## config.mk

```make
export PLATFORM = sky130hd
export DESIGN_NAME = length_prefixed_deframer
export DESIGN_NICKNAME = d
export VERILOG_FILES = /design/src/rtl/core/lpd_pkg.sv /design/src/rtl/core/lpd_in_stage.sv /design/src/rtl/core/lpd_parser.sv /design/src/rtl/core/lpd_out_stage.sv /design/src/rtl/core/length_prefixed_deframer.sv
export SDC_FILE = /design/constraint.sdc
export NUM_CORES = 1
export LEC_CHECK = 0
export BUFFER_PORTS_ARGS = -buffer_cell sky130_fd_sc_hd__buf_2
export CELL_PAD_IN_SITES_DETAIL_PLACEMENT = 1
export CELL_PAD_IN_SITES_GLOBAL_PLACEMENT = 2
export CORE_UTILIZATION = 40
export CTS_BUF_LIST = sky130_fd_sc_hd__clkbuf_8
export DETAILED_ROUTE_END_ITERATION = 10
export GPL_ROUTABILITY_DRIVEN = 0
export PLACE_DENSITY_LB_ADDON = 0.08
export SYNTH_ARGS = -nofsm -noshare
export SYNTH_HDL_FRONTEND = slang
export SYNTH_HIERARCHICAL = 1
export SYNTH_SLANG_ARGS = --single-unit
```

## constraint.sdc

```tcl
create_clock -name clock -period 6.4 [get_ports clock]
set_input_delay 1.28 -clock clock [delete_from_list [all_inputs] [get_ports clock]]
set_output_delay 1.28 -clock clock [all_outputs]
set_load 0.01 [all_outputs]
```

## src/rtl/core/lpd_pkg.sv

```systemverilog
package lpd_pkg;

   // Header is four length bytes (big-endian) plus one type byte
   localparam int unsigned HEADER_BYTES = 5;
   localparam logic [31:0] HEADER_LEN   = 32'(HEADER_BYTES);

   typedef enum logic [2:0] {
      POS_LEN0    = 3'd0,
      POS_LEN1    = 3'd1,
      POS_LEN2    = 3'd2,
      POS_LEN3    = 3'd3,
      POS_TYPE    = 3'd4,
      POS_PAYLOAD = 3'd5
   } hdr_pos_type;

   typedef struct packed {
      logic [7:0]  payload_byte;
      logic [7:0]  message_type;
      logic        has_data;
      logic        last_of_message;
      logic        length_error;
      logic [31:0] payload_length;
   } lpd_result_type;

endpackage

```

## src/rtl/core/lpd_in_stage.sv

```systemverilog
module lpd_in_stage (
   input  logic       clock,
   input  logic       reset,
   input  logic       req_valid,
   input  logic [7:0] req_in_byte,
   input  logic       out_free,
   output logic       req_stall,
   output logic       byte_valid,
   output logic [7:0] byte_data
);
   import lpd_pkg::*;

   logic       valid_ff;
   logic       valid_in;
   logic [7:0] byte_ff;
   logic       take;

   // The held byte leaves whenever the result side has room
   assign req_stall = valid_ff && !out_free;
   assign take      = req_valid && !req_stall;

   always_comb begin
      if (take) begin
         valid_in = 1'b1;
      end else if (out_free) begin
         valid_in = 1'b0;
      end else begin
         valid_in = valid_ff;
      end
   end

   always_ff @(posedge clock) begin
      if (reset) begin
         valid_ff <= 1'b0;
      end else begin
         valid_ff <= valid_in;
      end
   end

   always_ff @(posedge clock) begin
      if (take) begin
         byte_ff <= req_in_byte;
      end
   end

   assign byte_valid = valid_ff;
   assign byte_data  = byte_ff;

endmodule

```

## src/rtl/core/lpd_parser.sv

```systemverilog
module lpd_parser (
   input  logic                    clock,
   input  logic                    reset,
   input  logic                    fire,
   input  logic [7:0]              in_byte,
   output logic                    emit,
   output lpd_pkg::lpd_result_type result
);
   import lpd_pkg::*;

   hdr_pos_type pos_ff, pos_in;
   logic [31:0] decl_len_ff, decl_len_in;
   logic [7:0]  type_ff, type_in;
   logic [31:0] remain_ff, remain_in;

   // Next state
   always_comb begin
      pos_in      = pos_ff;
      decl_len_in = decl_len_ff;
      type_in     = type_ff;
      remain_in   = remain_ff;
      case (pos_ff)
         POS_LEN0: begin
            decl_len_in = {24'd0, in_byte};
            pos_in      = POS_LEN1;
         end
         POS_LEN1: begin
            decl_len_in = {decl_len_ff[23:0], in_byte};
            pos_in      = POS_LEN2;
         end
         POS_LEN2: begin
            decl_len_in = {decl_len_ff[23:0], in_byte};
            pos_in      = POS_LEN3;
         end
         POS_LEN3: begin
            decl_len_in = {decl_len_ff[23:0], in_byte};
            pos_in      = POS_TYPE;
         end
         POS_TYPE: begin
            type_in = in_byte;
            if (decl_len_ff <= HEADER_LEN) begin
               remain_in = 32'd0;
               pos_in    = POS_LEN0;
            end else begin
               remain_in = decl_len_ff - HEADER_LEN;
               pos_in    = POS_PAYLOAD;
            end
         end
         POS_PAYLOAD: begin
            if (remain_ff <= 32'd1) begin
               remain_in = 32'd0;
               pos_in    = POS_LEN0;
            end else begin
               remain_in = remain_ff - 32'd1;
            end
         end
         default: begin
            // unreachable code: restart as first length byte
            decl_len_in = {24'd0, in_byte};
            pos_in      = POS_LEN1;
         end
      endcase
   end

   // Outputs
   always_comb begin
      emit                   = 1'b0;
      result.payload_byte    = 8'd0;
      result.message_type    = type_ff;
      result.has_data        = 1'b0;
      result.last_of_message = 1'b0;
      result.length_error    = 1'b0;
      result.payload_length  = 32'd0;
      case (pos_ff)
         POS_TYPE: begin
            result.message_type = in_byte;
            if (decl_len_ff <= HEADER_LEN) begin
               emit                   = 1'b1;
               result.last_of_message = 1'b1;
               result.length_error    = (decl_len_ff < HEADER_LEN);
            end
         end
         POS_PAYLOAD: begin
            emit                = 1'b1;
            result.payload_byte = in_byte;
            result.has_data     = 1'b1;
            if (remain_ff <= 32'd1) begin
               result.last_of_message = 1'b1;
               result.payload_length  = decl_len_ff - HEADER_LEN;
            end
         end
         default: begin
            emit = 1'b0;
         end
      endcase
   end

   always_ff @(posedge clock) begin
      if (reset) begin
         pos_ff      <= POS_LEN0;
         decl_len_ff <= 32'd0;
         type_ff     <= 8'd0;
         remain_ff   <= 32'd0;
      end else if (fire) begin
         pos_ff      <= pos_in;
         decl_len_ff <= decl_len_in;
         type_ff     <= type_in;
         remain_ff   <= remain_in;
      end
   end

endmodule

```

## src/rtl/core/lpd_out_stage.sv

```systemverilog
module lpd_out_stage (
   input  logic                    clock,
   input  logic                    reset,
   input  logic                    load,
   input  lpd_pkg::lpd_result_type result,
   input  logic                    rsp_stall,
   output logic                    out_free,
   output logic                    rsp_valid,
   output lpd_pkg::lpd_result_type rsp_data
);
   import lpd_pkg::*;

   logic           valid_ff;
   logic           valid_in;
   lpd_result_type data_ff;

   // Free when empty or when the held result leaves this edge
   assign out_free = !valid_ff || !rsp_stall;

   always_comb begin
      if (load) begin
         valid_in = 1'b1;
      end else if (!rsp_stall) begin
         valid_in = 1'b0;
      end else begin
         valid_in = valid_ff;
      end
   end

   always_ff @(posedge clock) begin
      if (reset) begin
         valid_ff <= 1'b0;
      end else begin
         valid_ff <= valid_in;
      end
   end

   always_ff @(posedge clock) begin
      if (load) begin
         data_ff <= result;
      end
   end

   assign rsp_valid = valid_ff;
   assign rsp_data  = data_ff;

endmodule

```

## src/rtl/core/length_prefixed_deframer.sv

```systemverilog
// Channel   Direction  Handshake             Payload
// req       in         req_valid/req_stall   req_in_byte[7:0]
// rsp       out        rsp_valid/rsp_stall   payload byte, type, flags, payload length[31:0]
//
// One byte is taken per cycle while req_stall is low; each byte is held in the input register,
// and its result, if any, is loaded into the result register when the parser consumes it.
// The rate is set by the parser's single pass: the header position, length and
// remaining count all update in the cycle the held byte is consumed.
// Reset (synchronous, active high) returns the parser to the first length byte
// and empties both the input and result registers.
// A stall on rsp holds the result register and, once the input register is also
// full, raises req_stall in the same cycle.
module length_prefixed_deframer (
   input  logic        clock,
   input  logic        reset,
   input  logic        req_valid,
   output logic        req_stall,
   input  logic [7:0]  req_in_byte,
   output logic        rsp_valid,
   input  logic        rsp_stall,
   output logic [7:0]  rsp_payload_byte,
   output logic [7:0]  rsp_message_type,
   output logic        rsp_has_data,
   output logic        rsp_last_of_message,
   output logic        rsp_length_error,
   output logic [31:0] rsp_payload_length
);
   import lpd_pkg::*;

   logic           out_free;
   logic           byte_valid;
   logic [7:0]     byte_data;
   logic           fire;
   logic           emit;
   lpd_result_type result;
   lpd_result_type rsp_data;

   // Hold the received byte until the parser consumes it
   lpd_in_stage u_in (
      .clock      (clock),
      .reset      (reset),
      .req_valid  (req_valid),
      .req_in_byte(req_in_byte),
      .out_free   (out_free),
      .req_stall  (req_stall),
      .byte_valid (byte_valid),
      .byte_data  (byte_data)
   );

   // Advance the parser only when its result, if any, has a place to go
   assign fire = byte_valid && out_free;

   lpd_parser u_parser (
      .clock  (clock),
      .reset  (reset),
      .fire   (fire),
      .in_byte(byte_data),
      .emit   (emit),
      .result (result)
   );

   // Only emitting bytes load the result register; other header bytes drop out here
   lpd_out_stage u_out (
      .clock    (clock),
      .reset    (reset),
      .load     (fire && emit),
      .result   (result),
      .rsp_stall(rsp_stall),
      .out_free (out_free),
      .rsp_valid(rsp_valid),
      .rsp_data (rsp_data)
   );

   assign rsp_payload_byte    = rsp_data.payload_byte;
   assign rsp_message_type    = rsp_data.message_type;
   assign rsp_has_data        = rsp_data.has_data;
   assign rsp_last_of_message = rsp_data.last_of_message;
   assign rsp_length_error    = rsp_data.length_error;
   assign rsp_payload_length  = rsp_data.payload_length;

endmodule

```

==> flow_metrics.tcl <==
set metrics [dict create \
    dp_cells 927 \
    syn_area_per_cell_um2 9.53 \
    p_leak_nw 2.97 \
    final_antenna_net_count 0 \
    viasPerCell 5.90 \
    fin_util_pct 46.3 \
    grt.total_usage_pct 26.3 \
    cp-startpoint "u_parser/decl_len_ff[8]$_SDFFE_PP0P_" \
    seq_area_frac_synth_pct 51.1 \
    rsz0062_at_grt "no" \
    path_max_fanout 34 \
    nets 747 \
    startpoint_type "flip-flop" \
    first_pass_iters 5 \
    synth_top_cells_by_area "edfxtp_1 27%, dfxtp_1 24%, nor2_1 6.0%" \
    crit_arrival_ns 3.89 \
    fin_crit_ns 3.78 \
    synth_nets 697 \
    cts.sinks 136 \
    yosysUniqueCellTypes 62 \
    core_um2 15800 \
    ys_warn_count 6 \
    final.setup.tns_ns 0 \
    grt_start_max_net_pins 65 \
    syn-cell-area_um2 6480 \
    switching_share_pct 28.4 \
    slew_violations 0 \
    skew_ns 0.0139 \
    drc 0 \
    reg2regPathDepth 7 \
    ys_ff_latch 136 \
    fin_cells 959 \
    status "finished clean" \
    numCtsBuffers 17 \
    cts_tree "built" \
    synthArstFlopShare_pct 0 \
    hold_viol 0 \
    h-tree-depth 4 \
    clk_pin_slew_worst_paths_ns 0.08 \
    max_slew.worst_pin.slew_ns 1.26 \
    pwr-share-comb_pct 10.3 \
    num_vias 5662 \
    start_util_pct 40.9 \
    numPortBuffers 64 \
    die_h_um 129 \
    grt_first_pass_wirelength_um 32500 \
    holdPathStages 2 \
    relSlewSlack_pct 15.7 \
    fin_crit_sh_pct 59.1 \
    intPower_mw 1.24 \
    synthTopCellsByCount "103 x nor2_1, 77 x dfxtp_1, 59 x edfxtp_1" \
    drt_wl_total_um 20800 \
    cts_root_buffer "clkbuf_8" \
    yosysMostFrequentCell "nor2_1" \
    cp.required_ns 6.51 \
    dieArea_um2 16700 \
    cts-resized-gates 0 \
    worstHoldStart "u_parser/decl_len_ff[1]$_SDFFE_PP0P_" \
    grt_overflow 0 \
    synth_cells 680 \
    r2r-start "u_parser/decl_len_ff[8]$_SDFFE_PP0P_" \
    ios 65 \
    p_clk_share_pct 36.3 \
    cts_setup_buffers 0 \
    r2r-end "u_out/rsp_data[49]$_DFFE_PP_" \
    reg2reg_slack_ns 2.62 \
    clk-insertion-delay-late_ns 0.46 \
    grt_pass1_vias 5735 \
    synth_top_cell_by_area "edfxtp_1" \
    cts_hold_buf 0 \
    ir_drop_v 0.000173 \
    p_per_area_nw_per_um2 236 \
    antenna_found_initial 0 \
    setup_viol 0 \
    power_mw 1.73 \
    first_iter_violations 399 \
    die_w_um 129 \
    synth_edf_count 59 \
    drv_cap 0 \
    area_growth_syn_to_layout_pct 13.0 \
    avgRoutedWirePerCell_um 21.7 \
    n_fill_cell 1824 \
    post-dp-hpwl_um 14900 \
    num_rows 46 \
    holdWs_ns 0.497 \
    power_switching_mw 0.491 \
    synth_ff_type "dfxtp_1" \
    criticalPathCategory "reg2reg" \
    end_kind "flip-flop" \
    antenna_cells 0 \
    drive_above_1_share_pct 17.1 \
    fmax_ghz 0.264 \
    min_to "u_parser/decl_len_ff[1]$_SDFFE_PP0P_" \
    seq_power_share_pct 53.4 \
    hold_class "reg2reg" \
    yosysTopAreaCellShare_pct 27.3 \
    cts_max_path_buffers 2 \
]
-- flip-flops by register name, indices dropped and copies added, names as in the netlist --
| register | count |
|---|---|
| u_parser/pos_ff | 3 |
| u_in/byte_valid | 1 |
| u_parser/decl_len_ff | 32 |
| u_parser/type_ff | 8 |
| u_out/rsp_data | 51 |
| u_out/rsp_valid | 1 |
| u_parser/remain_ff | 32 |
| u_in/byte_data | 8 |
-- worst max-delay path, stage by stage, from the launching register on --
cell and delay, ns:
dfxtp_1 0.37, or4_4 0.56, or4_4 0.53, nor3_1 0.54
and3_1 0.28, o21a_1 0.11, and3_2 0.48, buf_4 0.50
-- cell families after synthesis --
kind of cell,count (synthesis),synth area share (%)
AOI/OAI and AO/OA,144,16.0
adders and majority gates,5,0.966
buffers and inverters,59,3.51
xor gates and xnor gates,31,4.19
muxes,9,1.55
and+or+nand+nor,296,22.7
DFF,136,51.1
-- power by group through the flow --
stage                     registers [mW]  clock network [mW]  logic [mW]
after floorplan                    0.935                   0       0.119
after global placement             0.941                   0       0.173
after detailed placement           0.942                   0       0.175
after CTS                          0.922               0.646       0.176
after global routing               0.923               0.685       0.191
final                              0.922               0.627       0.178
-- final cells by class --
cell class                 instances  area, µm²  share of cell area, %
multi-input combinational        485       2940                   40.2
sequential                       136       3310                   45.2
timing repair buffer              74        395                   5.40
inverter                          16       60.1                  0.820
clock buffer                      17        234                   3.20
clock inverter                    15        105                   1.44
tap                              216        270                   3.69
-- per-stage QoR --
stage	cell area [µm²]	worst slack, ns
2_1_floorplan	6480	2.66
3_3_place_gp	6980	2.39
3_5_place_dp	6980	2.38
4_1_cts	7320	2.61
5_1_grt	7320	2.39
6_report	7320	2.62
-- cells in the final DEF (no fill, tap or decap), types with 3 or more instances in the layout --
cell type	netlist	routed
o21ai_0	23	23
o211ai_1	6	6
o221ai_1	4	4
a211oi_1	4	4
clkbuf_8	0	17
a22oi_1	27	27
nor3_1	44	43
ha_1	5	5
mux2_2	8	8
and3_1	5	4
nand2_1	40	40
nor2_1	103	103
a31oi_1	4	4
clkinvlp_4	0	3
inv_1	16	17
or2_2	4	4
dfxtp_1	77	77
o32ai_1	8	8
a2bb2oi_1	5	5
a21oi_1	25	25
xnor2_1	18	18
o41ai_1	4	4
o31ai_1	5	5
clkinv_4	0	3
xor2_1	13	13
nor2b_1	4	4
nand3_1	15	15
buf_4	1	10
edfxtp_1	59	59
nor4_1	21	21
buf_2	2	64
or4_1	10	10
and2_1	11	11
or3_1	16	16
nand2b_1	9	9
inv_6	0	4
a32o_1	4	4
nand4_1	4	4
or4_4	3	3
-- worst max-delay path by stage --
stage                     slack [ns]                                   to
final                           2.62         u_out/rsp_data[49]$_DFFE_PP_
after CTS                       2.61          u_out/rsp_data[4]$_DFFE_PP_
after detailed placement        2.38  u_parser/remain_ff[27]$_SDFFE_PP0P_
after global routing            2.39          u_out/rsp_data[7]$_DFFE_PP_
after global placement          2.39  u_parser/remain_ff[27]$_SDFFE_PP0P_
after floorplan                 2.66          u_out/rsp_data[0]$_DFFE_PP_
-- metal layers --
layer	vias up	GRT usage [%]	part of all wire (%)	routed length [µm]
met5	-	0	0	0
met3	38	7.02	5.2	1080
met2	170	41.0	46	9570
li1	2615	-	-	-
met4	0	9.13	2.5	524
met1	2839	35.3	46	9630
Power figures use the tool's default switching activity.
